File: config.mk
export PLATFORM = sky130hd
export DESIGN_NAME = lcd_nibble_write_sequencer_top
export DESIGN_NICKNAME = d
export VERILOG_FILES = /design/src/lcdnws_pkg.sv /design/src/lcdnws_front.sv /design/src/lcdnws_fifo.sv /design/src/lcdnws_back.sv /design/src/lcd_nibble_write_sequencer_top.sv
export SDC_FILE = /design/constraint.sdc
export NUM_CORES = 1
export LEC_CHECK = 0
export ABC_AREA = 1
export BUFFER_PORTS_ARGS = -buffer_cell sky130_fd_sc_hd__buf_2
export CORE_MARGIN = 5
export CORE_UTILIZATION = 40
export CTS_CLUSTER_DIAMETER = 150
export CTS_CLUSTER_SIZE = 25
export DETAILED_ROUTE_END_ITERATION = 10
export GPL_TIMING_DRIVEN = 0
export PLACE_DENSITY = 0.68
export SLEW_MARGIN = 20
export SYNTH_ARGS = -nofsm -noshare
export SYNTH_HDL_FRONTEND = slang
export SYNTH_SLANG_ARGS = --single-unit
File: constraint.sdc
create_clock -name i_clk -period 4 [get_ports i_clk]
set_input_delay 0.8 -clock i_clk [delete_from_list [all_inputs] [get_ports i_clk]]
set_output_delay 0.8 -clock i_clk [all_outputs]
set_load 0.01 [all_outputs]
File: src/lcdnws_pkg.sv
// ----------------------------------------------------------------------------
// lcdnws_pkg
// Shared types and constants for the 4-bit character LCD write sequencer.
// ----------------------------------------------------------------------------
`default_nettype none

package lcdnws_pkg;

    // Configuration register indexes.
    localparam logic [1:0] CFG_ENABLE_HIGH = 2'd0;
    localparam logic [1:0] CFG_SETTLE_WAIT = 2'd1;

    localparam logic [7:0] ENABLE_HIGH_RST = 8'd3;
    localparam logic [9:0] SETTLE_WAIT_RST = 10'd50;

    // Request codes.
    localparam logic [1:0] ACT_INIT    = 2'd0;
    localparam logic [1:0] ACT_COMMAND = 2'd1;
    localparam logic [1:0] ACT_DATA    = 2'd2;
    localparam logic [1:0] ACT_CURSOR  = 2'd3;

    localparam logic [7:0] CURSOR_LINE0 = 8'h80;
    localparam logic [7:0] CURSOR_LINE1 = 8'hC0;

    // Timing constants of the power-on sequence and cursor moves, in microseconds.
    localparam logic [14:0] WAIT_POWER_ON = 15'd20000;
    localparam logic [14:0] WAIT_FIRST    = 15'd5000;
    localparam logic [14:0] WAIT_SECOND   = 15'd100;
    localparam logic [14:0] WAIT_CURSOR   = 15'd50;

    // Event steps.
    localparam int          STEP_W         = 4;
    localparam logic [STEP_W-1:0] INIT_STEP_LAST = STEP_W'(12);

    // Descriptor queue between front and back.
    localparam int DESC_DEPTH = 4;
    localparam int DESC_PTR_W = $clog2(DESC_DEPTH);
    localparam int DESC_CNT_W = $clog2(DESC_DEPTH + 1);

    typedef struct packed {
        logic [7:0] enable_high_us;
        logic [9:0] settle_wait_us;
    } t_cfg;

    // Classified request.
    typedef struct packed {
        logic       is_init;
        logic       rs;
        logic [7:0] byte_val;
        logic       add_cursor_wait;
    } t_desc;

    typedef struct packed {
        logic        register_select;
        logic [3:0]  nibble;
        logic [7:0]  pulse_high_us;
        logic [14:0] wait_after_us;
        logic        last;
    } t_event;

    // Nibble of each pulsed step of the init sequence.
    function automatic logic [3:0] init_nibble(input logic [STEP_W-1:0] step);
        logic [3:0] nib;
        unique case (step)
            4'd0:    nib = 4'h0;
            4'd1:    nib = 4'h3;
            4'd2:    nib = 4'h3;
            4'd3:    nib = 4'h3;
            4'd4:    nib = 4'h2;
            4'd5:    nib = 4'h2;
            4'd6:    nib = 4'h8;
            4'd7:    nib = 4'h0;
            4'd8:    nib = 4'hC;
            4'd9:    nib = 4'h0;
            4'd10:   nib = 4'h6;
            4'd11:   nib = 4'h0;
            4'd12:   nib = 4'h1;
            default: nib = 4'h0;
        endcase
        return nib;
    endfunction

endpackage

`default_nettype wire

File: src/lcdnws_front.sv
// ----------------------------------------------------------------------------
// lcdnws_front
// Accepts requests and classifies them into descriptors for the back end.
// ----------------------------------------------------------------------------
`default_nettype none

module lcdnws_front (
    input  wire logic              i_push,
    input  wire logic              i_q_full,
    input  wire logic [1:0]        i_action,
    input  wire logic [7:0]        i_byte_value,
    input  wire logic [5:0]        i_column,
    input  wire logic              i_row,
    output logic                   o_q_wr,
    output lcdnws_pkg::t_desc      o_desc
);
    import lcdnws_pkg::*;

    logic [7:0] cursor_byte;

    // Columns above the display width still fit in eight bits, no wrap.
    assign cursor_byte = (i_row ? CURSOR_LINE1 : CURSOR_LINE0) + {2'b00, i_column};

    always_comb begin
        o_desc = '0;
        unique case (i_action)
            ACT_INIT: begin
                o_desc.is_init = 1'b1;
            end
            ACT_COMMAND: begin
                o_desc.byte_val = i_byte_value;
            end
            ACT_DATA: begin
                o_desc.rs       = 1'b1;
                o_desc.byte_val = i_byte_value;
            end
            ACT_CURSOR: begin
                o_desc.byte_val        = cursor_byte;
                o_desc.add_cursor_wait = 1'b1;
            end
            default: o_desc = '0;
        endcase
    end

    assign o_q_wr = i_push && !i_q_full;

endmodule

`default_nettype wire

File: src/lcdnws_fifo.sv
// ----------------------------------------------------------------------------
// lcdnws_fifo
// Short show-ahead descriptor queue between the front and back ends.
// ----------------------------------------------------------------------------
`default_nettype none

module lcdnws_fifo (
    input  wire logic              i_clk,
    input  wire logic              i_rst_n,
    input  wire logic              i_wr,
    input  lcdnws_pkg::t_desc      i_wdata,
    input  wire logic              i_rd,
    output logic                   o_full,
    output logic                   o_empty,
    output lcdnws_pkg::t_desc      o_rdata
);
    import lcdnws_pkg::*;

    t_desc                 r_mem [DESC_DEPTH];
    logic [DESC_PTR_W-1:0] r_wptr, n_wptr;
    logic [DESC_PTR_W-1:0] r_rptr, n_rptr;
    logic [DESC_CNT_W-1:0] r_cnt, n_cnt;
    logic                  do_wr, do_rd;

    assign o_full  = (r_cnt == DESC_CNT_W'(DESC_DEPTH));
    assign o_empty = (r_cnt == '0);
    assign do_wr   = i_wr && !o_full;
    assign do_rd   = i_rd && !o_empty;
    assign o_rdata = r_mem[r_rptr];

    always_comb begin
        n_wptr = r_wptr;
        n_rptr = r_rptr;
        n_cnt  = r_cnt;
        if (do_wr) begin
            n_wptr = (r_wptr == DESC_PTR_W'(DESC_DEPTH - 1)) ? '0 : r_wptr + 1'b1;
        end
        if (do_rd) begin
            n_rptr = (r_rptr == DESC_PTR_W'(DESC_DEPTH - 1)) ? '0 : r_rptr + 1'b1;
        end
        if (do_wr && !do_rd) begin
            n_cnt = r_cnt + 1'b1;
        end else if (do_rd && !do_wr) begin
            n_cnt = r_cnt - 1'b1;
        end
    end

    always_ff @(posedge i_clk) begin
        if (!i_rst_n) begin
            r_wptr <= '0;
            r_rptr <= '0;
            r_cnt  <= '0;
        end else begin
            r_wptr <= n_wptr;
            r_rptr <= n_rptr;
            r_cnt  <= n_cnt;
        end
    end

    always_ff @(posedge i_clk) begin
        if (do_wr) begin
            r_mem[r_wptr] <= i_wdata;
        end
    end

endmodule

`default_nettype wire

File: src/lcdnws_back.sv
// ----------------------------------------------------------------------------
// lcdnws_back
// Steps through the pin events of each descriptor into a registered result
// slot, one event per cycle while that slot is free or being popped.
// ----------------------------------------------------------------------------
`default_nettype none

module lcdnws_back (
    input  wire logic              i_clk,
    input  wire logic              i_rst_n,
    input  lcdnws_pkg::t_cfg       i_cfg,
    input  wire logic              i_q_empty,
    input  lcdnws_pkg::t_desc      i_desc,
    output logic                   o_q_rd,
    input  wire logic              i_pop,
    output logic                   o_empty,
    output lcdnws_pkg::t_event     o_event
);
    import lcdnws_pkg::*;

    logic [STEP_W-1:0] r_step, n_step;
    logic              r_out_valid, n_out_valid;
    t_event            r_out;
    t_event            ev;
    logic [14:0]       settle;
    logic              advance;

    assign settle = {5'b00000, i_cfg.settle_wait_us};

    always_comb begin
        ev = '0;
        ev.register_select = i_desc.rs;
        ev.pulse_high_us   = i_cfg.enable_high_us;
        if (i_desc.is_init) begin
            ev.nibble = init_nibble(r_step);
            ev.last   = (r_step == INIT_STEP_LAST);
            priority case (r_step)
                STEP_W'(0): begin
                    ev.pulse_high_us = '0;
                    ev.wait_after_us = WAIT_POWER_ON;
                end
                STEP_W'(1): ev.wait_after_us = settle + WAIT_FIRST;
                STEP_W'(2): ev.wait_after_us = settle + WAIT_SECOND;
                default:    ev.wait_after_us = settle;
            endcase
        end else begin
            // High nibble first, then low nibble closes the request.
            ev.nibble        = r_step[0] ? i_desc.byte_val[3:0] : i_desc.byte_val[7:4];
            ev.last          = r_step[0];
            ev.wait_after_us = (r_step[0] && i_desc.add_cursor_wait) ?
                               settle + WAIT_CURSOR : settle;
        end
    end

    assign advance = !i_q_empty && (!r_out_valid || i_pop);
    assign o_q_rd  = advance && ev.last;

    always_comb begin
        n_step      = r_step;
        n_out_valid = r_out_valid;
        if (advance) begin
            n_step      = ev.last ? '0 : r_step + 1'b1;
            n_out_valid = 1'b1;
        end else if (i_pop) begin
            n_out_valid = 1'b0;
        end
    end

    always_ff @(posedge i_clk) begin
        if (!i_rst_n) begin
            r_step      <= '0;
            r_out_valid <= 1'b0;
        end else begin
            r_step      <= n_step;
            r_out_valid <= n_out_valid;
        end
    end

    always_ff @(posedge i_clk) begin
        if (advance) begin
            r_out <= ev;
        end
    end

    assign o_empty = !r_out_valid;
    assign o_event = r_out;

endmodule

`default_nettype wire

File: src/lcd_nibble_write_sequencer_top.sv
// An accepted request is written into the descriptor queue; its first event is then
// registered into the result slot. Events leave at one per cycle while the slot is free
// or popped; a byte request gives two events, init 13, set by the back end's step counter.
// A four-entry descriptor queue lets requests be accepted while events drain.
// Reset is synchronous, active low; both queues empty, registers to 3 us and 50 us.
// ----------------------------------------------------------------------------
// lcd_nibble_write_sequencer_top
// Expands LCD requests into 4-bit bus pin events.
// ----------------------------------------------------------------------------
`default_nettype none

module lcd_nibble_write_sequencer_top (
    input  wire logic        i_clk,
    input  wire logic        i_rst_n,
    input  wire logic        i_cfg_we,
    input  wire logic [1:0]  i_cfg_index,
    input  wire logic [9:0]  i_cfg_data,
    input  wire logic        push,
    output logic             full,
    input  wire logic [1:0]  i_action,
    input  wire logic [7:0]  i_byte_value,
    input  wire logic [5:0]  i_column,
    input  wire logic        i_row,
    output logic             empty,
    input  wire logic        pop,
    output logic             o_register_select,
    output logic [3:0]       o_nibble,
    output logic [7:0]       o_pulse_high_us,
    output logic [14:0]      o_wait_after_us,
    output logic             o_last
);
    import lcdnws_pkg::*;

    t_cfg   r_cfg;
    t_desc  front_desc, q_desc;
    logic   q_wr, q_rd, q_full, q_empty;
    t_event out_ev;

    always_ff @(posedge i_clk) begin
        if (!i_rst_n) begin
            r_cfg.enable_high_us <= ENABLE_HIGH_RST;
            r_cfg.settle_wait_us <= SETTLE_WAIT_RST;
        end else if (i_cfg_we) begin
            if (i_cfg_index == CFG_ENABLE_HIGH) begin
                r_cfg.enable_high_us <= i_cfg_data[7:0];
            end else if (i_cfg_index == CFG_SETTLE_WAIT) begin
                r_cfg.settle_wait_us <= i_cfg_data;
            end
        end
    end

    lcdnws_front u_front (
        .i_push       (push),
        .i_q_full     (q_full),
        .i_action     (i_action),
        .i_byte_value (i_byte_value),
        .i_column     (i_column),
        .i_row        (i_row),
        .o_q_wr       (q_wr),
        .o_desc       (front_desc)
    );

    lcdnws_fifo u_fifo (
        .i_clk   (i_clk),
        .i_rst_n (i_rst_n),
        .i_wr    (q_wr),
        .i_wdata (front_desc),
        .i_rd    (q_rd),
        .o_full  (q_full),
        .o_empty (q_empty),
        .o_rdata (q_desc)
    );

    lcdnws_back u_back (
        .i_clk     (i_clk),
        .i_rst_n   (i_rst_n),
        .i_cfg     (r_cfg),
        .i_q_empty (q_empty),
        .i_desc    (q_desc),
        .o_q_rd    (q_rd),
        .i_pop     (pop),
        .o_empty   (empty),
        .o_event   (out_ev)
    );

    assign full              = q_full;
    assign o_register_select = out_ev.register_select;
    assign o_nibble          = out_ev.nibble;
    assign o_pulse_high_us   = out_ev.pulse_high_us;
    assign o_wait_after_us   = out_ev.wait_after_us;
    assign o_last            = out_ev.last;

endmodule

`default_nettype wire

Word-level counts from Yosys, hierarchy flattened
Memory sizes are Yosys's and may differ from the RTL's. A register that Yosys moved wholly into a read port is not among the register bits.
Cells that the tools add are included.
{ "op_classes": {"addsub": 9, "eq_ne": 10, "muxes": 25, "bitwise": 1, "n_reduce_logical": 23} }
{ "op_table": {"columns": ["op", "count"], "rows": [
  ["15-bit one-hot mux with 3 select lines", 1],
  ["4-bit two-way mux", 5],
  ["16-bit two-way mux", 1],
  ["8-bit two-way mux", 2],
  ["8-bit one-hot mux with 2 select lines", 1],
  ["15-bit two-way mux", 1],
  ["10-bit by 13-bit adder with 14-bit output, second input constant", 1],
  ["10-bit by 6-bit adder with 11-bit output, second input constant", 1],
  ["10-bit by 7-bit adder with 11-bit output, second input constant", 1],
  ["8-bit by 6-bit adder with 8-bit output", 1],
  ["2-bit equality test, second input constant", 4],
  ["1-bit logical AND", 8],
  ["2-bit two-way mux", 4],
  ["1-bit two-way mux", 7],
  ["7-bit two-way mux", 1],
  ["3-bit two-way mux", 2],
  ["1-bit logical NOT", 5],
  ["2-bit by 1-bit adder with 2-bit output, second input constant", 2],
  ["4-bit by 1-bit adder with 4-bit output, second input constant", 1],
  ["2-bit by 1-bit equality test with 1-bit output, second input constant", 2],
  ["4-bit by 1-bit equality test with 1-bit output, second input constant", 1],
  ["4-bit by 2-bit equality test with 1-bit output, second input constant", 1],
  ["4-bit equality test, second input constant", 1],
  ["2-bit logical NOT", 2],
  ["other kinds (11)", 12]
]} }
{ "totals": {"reg_bits": 59, "ramBits": 44, "rom_bits": 64, "in_bits": 34, "output_inout_bits": 31, "wordCells": 82, "n_memories": 2} }
{ "memory_table": {"columns": ["name", "words", "width", "read_ports", "rd_ports_with_merged_regs", "wr", "line_no", "source"], "rows": [
  ["(no name shown)", 16, 4, 1, 1, 0, "lcdnws_pkg.sv:64", "unique case (step)"],
  ["u_fifo.r_mem", 4, 11, 1, 1, 1, "lcdnws_fifo.sv:19", "t_desc r_mem [DESC_DEPTH];"]
]} }

Depth between registers and ports, before layout
{ "depth": {"ltp_word": 8, "depth_mapped": 14, "depth_no_buf": 14} }

By module
From an unflattened synthesis, not the netlist that was laid out.
{ "hier_totals": {"cells_unflattened": 598, "hier_area_um2": 5395.2} }
{ "modules_own_cells": {"columns": ["mod", "instances", "cells_per_inst", "area_per_inst_um2", "seq_area_each_um2"], "rows": [
  ["lcdnws_back", 1, 276, 2280.9, 991.0],
  ["lcdnws_fifo", 1, 179, 2153.3, 1501.4],
  ["lcd_nibble_write_sequencer_top", 1, 108, 774.5, 360.3],
  ["lcdnws_front", 1, 35, 186.4, 0.0]
]} }

Least setup slack after synthesis
No wires, ideal clock.
{ "synth_timing": {"path_type": "input to register", "start": "input port pop", "end": "register u_fifo.r_cnt[1]", "setup_ps": 120, "t_arrival_ps": 2547, "t_required_ps": 3880, "path_slack_ps": 1333, "path_stages": 10, "n_path_buf": 0, "path_cell_list": "inv_1 -> nand2_1 -> nand2_2 -> inv_2 -> nand3_4 -> ha_1 -> inv_1 -> fa_1 -> o21ai_0 -> a21oi_1"} }
{ "synth_via": {"elab_chain_cells": 7, "elab_cells_between_ends": 9, "cone_classes": "mux: 1; reduce/logical: 8"} }
{ "synth_rtl": {"columns": ["item", "line_no", "source"], "rows": [
  ["start, declared", "lcd_nibble_write_sequencer_top.sv:25", "input wire logic pop,"],
  ["1-bit logical OR", "lcdnws_back.sv:55", "assign advance = !i_q_empty && (!r_out_valid || i_pop);"],
  ["1-bit logical AND", "lcdnws_back.sv:55", null],
  ["via u_back.advance", "lcdnws_back.sv:26", "logic advance;"],
  ["1-bit logical AND", "lcdnws_back.sv:56", "assign o_q_rd = advance && ev.last;"],
  ["1-bit logical AND", "lcdnws_fifo.sv:28", "assign do_rd = i_rd && !o_empty;"],
  ["1-bit logical NOT", "lcdnws_fifo.sv:41", "if (do_wr && !do_rd) begin"],
  ["1-bit logical AND", "lcdnws_fifo.sv:41", null],
  ["3-bit two-way mux", "lcdnws_fifo.sv:41", null],
  ["via u_fifo.n_cnt[1]", "lcdnws_fifo.sv:22", "logic [DESC_CNT_W-1:0] r_cnt, n_cnt;"],
  ["end signal, assigned", "lcdnws_fifo.sv:56", "r_cnt <= n_cnt;"],
  ["end, declared", "lcdnws_fifo.sv:22", null]
]} }
The timed path passes the listed nets, and every way through them passes these cells.
A chain may end at the register's enable or synchronous reset.

Worst setup path after layout
Same ends and word-level chain as after synthesis.

==> impl_metrics.ini <==
[timing]
tns_ps = 0
hold_violations = 0
worst_slew_pin_slew_ps = 1070
timing.final.crit_period_ps = 2790
max_clock_freq_mhz = 358
setup_viol = 0
rsz0062_at_grt = false
finalMaxSlewViolations = 0
clock_skew_ps = 8.65
max_slew_margin = 0.283
finalWorstSetupSlack_ps = 1210
finalCritPeriodShare = 0.698
hold_slack_ps = 460

[setup_path]
worstPathMaxFanout = 30
critical-path-top-delay-family = buffers and inverters
cp-end-kind = flop
cp_common_cell = inv_1
critPathMaxStageDelay_ps = 560
r2r-start = u_fifo.r_cnt[0]$_SDFFE_PN0P_
critPathSlowestCell = inv_2
crit_path_cell_trace = buf_2, inv_1, nand2_1, nand2_2, inv_2, nand3_4, ha_1, inv_1, fa_1, o21ai_0, a21oi_1
r2r_cells = 10
timing.rr.end = u_fifo.r_cnt[1]$_SDFFE_PN0P_
timing.critical_path.buf_inv = 4
critPathRequiredTime_ps = 4230
arrival_ps = 3020
r2r_slack_ps = 1350
start_kind = input pin
worstSetupPathType = in -> reg

[drt]
remaining_drc_errors = 0
wl_per_cell_um = 14.4
avgViaCountPerCell = 5.12
vias = 4080
ant_nets = 0
drt_iter0_drc = 330
drt-pass1-iter-count = 5
wl_um = 11400

[pwr]
vdd_drop_max_mv = 0.240
power_density_nw_per_um2 = 653
p_leak_nw = 2.48

[cts]
cts_tree = built
hold_buffers = 0
cts.sinks = 107
cts_resized = 0
postCtsSetupBuffers = 0
cts_root_buf = clkbuf_16
htree_levels = 3
clockBufferDepth = 2
numCtsBuffers = 9
insertion_delay_ps = 350
clkTransAtPathRegs_ps = 70

[cells_and_area]
final_net_count = 673
post-route-cell-area_sq_um = 5980
syn2layout_area_growth_pct = 15.8
fill_cells = 1195
n_antenna_cell = 0
layoutNonFillerInstCount = 797
drive_gt1_frac = 0.208

[synth]
synth-seq-cells = 107
synth-seq-area-share = 0.552
synth_top_flop_cell = edfxtp_1
ys_warn_count = 0
synthArstFlopShare = 0
avgSynthCellArea_sq_um = 9.44
synth_cells = 547
synth_area_sq_um = 5160
synth_edf_count = 71
synth_fp_nets = 600
synth.distinct_cells = 35

[floorplan]
rows = 41
dieArea_sq_um = 15300
coreArea_sq_um = 12600
pin_count = 65
initial_core_util = 0.409
die_w_um = 124
die_y_um = 124

[grt]
grt_start_max_net_pins = 31
grt_pass1_vias = 3888
grt_antenna_before_repair = 0
grt_pass1_wl_um = 18200
overflow = 0
grtUsageTotal = 0.153

[run]
maxCapViolCount = 0

[hold_path]
hold_depth = 2
hold_path_class = reg -> reg
hold_end = r_cfg[17]$_SDFFE_PN0P_
hp-start = r_cfg[17]$_SDFFE_PN0P_

[placed_design]
dp_hpwl_um = 8470
place.port_buffers = 62
dp_slack_ps = 814
dp.cells = 781
placed_cell_area_sq_um = 5690
gp_congestion = 0.976

[run_status]
status = completed
-- cells by family (layout without fill, tap and decap cells) --
group | count (synthesis) | after routing | synth area share
DFF | 107 | 107 | 0.552
adders and majority gates | 19 | 19 | 0.0475
AOI/OAI and AO/OA | 118 | 118 | 0.128
buffers and inverters | 87 | 165 | 0.0695
xor gates and xnor gates | 1 | 1 | 0.00170
and+or+nand+nor | 214 | 214 | 0.200
other | 1 | 1 | 0.000726
-- power by group --
group / leakage, nW / internal, mW / switching (mW)
sequential: 0.976 / 1.53 / 0.0924
combinational: 1.36 / 0.463 / 0.970
clock: 0.142 / 0.450 / 0.401
-- layer usage --
metal	up-vias	track usage	wire, um
met3	30	0.0313	584
met1	1910	0.176	4710
met2	126	0.274	5830
met4	0	0.0678	320
li1	2014	-	-
met5	-	0	0
-- flip-flops by register name, indices dropped and copies added (netlist names), named ones only --
| name | count |
|---|---|
| r_cfg | 18 |
| u_back.o_event | 27 |
| u_back.r_out_valid | 1 |
| u_back.r_step | 4 |
| u_fifo.r_cnt | 3 |
| u_fifo.r_mem | 44 |
| u_fifo.r_rptr | 2 |
| u_fifo.r_wptr | 2 |
-- stage by stage --
step	utilization	power (mW)
CTS	0.474	3.93
finish	0.474	3.91
floorplan	-	2.61
detailed placement	0.451	3.08
global placement	0.451	3.04
global route	0.474	4.15
-- worst reg2reg max path, cell delays in order, from the launching register on --
cell     delay, ps
dfxtp_1        390
inv_1          100
nand3_2        140
nand2_2        110
inv_2          560
nand3_4        230
ha_1           260
inv_1          100
fa_1           430
o21ai_0        170
a21oi_1         60
-- how the worst max path moves through the flow --
| stage | startpoint | end | slack [ps] | cells past startpoint |
|---|---|---|---|---|
| finish | pop | u_fifo.r_cnt[1]$_SDFFE_PN0P_ | 1210 | 11 |
| global route | pop | u_fifo.r_cnt[1]$_SDFFE_PN0P_ | 1020 | 11 |
| CTS | pop | u_fifo.r_cnt[1]$_SDFFE_PN0P_ | 1180 | 11 |
| detailed placement | pop | u_fifo.r_cnt[1]$_SDFFE_PN0P_ | 810 | 11 |
| global placement | pop | u_fifo.r_cnt[1]$_SDFFE_PN0P_ | 890 | 11 |
| floorplan | pop | u_fifo.r_cnt[1]$_SDFFE_PN0P_ | 1330 | 10 |
-- cells in the final DEF (no fill, tap or decap), drive strengths merged, types with 19 or more instances in the layout --
master / synthesis / layout
nand2: 101 / 101
buf: 12 / 74
edfxtp: 71 / 71
inv: 67 / 70
nor2: 62 / 62
o21ai: 56 / 56
nand3: 38 / 38
a21oi: 37 / 37
dfxtp: 36 / 36
clkbuf: 8 / 19
-- layout make-up --
type	count	area, sq um	share of cell area
plain buffers	20	108	0.0180
well taps	172	215	0.0360
inverters	67	251	0.0421
multi-input cells	353	1950	0.327
flip-flops and latches	107	2850	0.477
repair buffers	62	310	0.0519
clock buffers	11	243	0.0406
clock inverters	5	43.8	0.00733
-- Yosys cell counts, types with 8 or more instances --
library cell   n  area share
nand2_1       89       0.065
inv_2          8      0.0058
a21oi_1       37       0.036
o211ai_1      10       0.015
ha_1          18       0.044
o21ai_1       11       0.011
nor2_1        52       0.038
o21ai_0       45       0.044
edfxtp_1      71        0.41
dfxtp_1       36        0.14
o221ai_1       8       0.014
inv_1         59       0.043
nand3_1       30       0.029
Power figures use the tool's default switching activity.
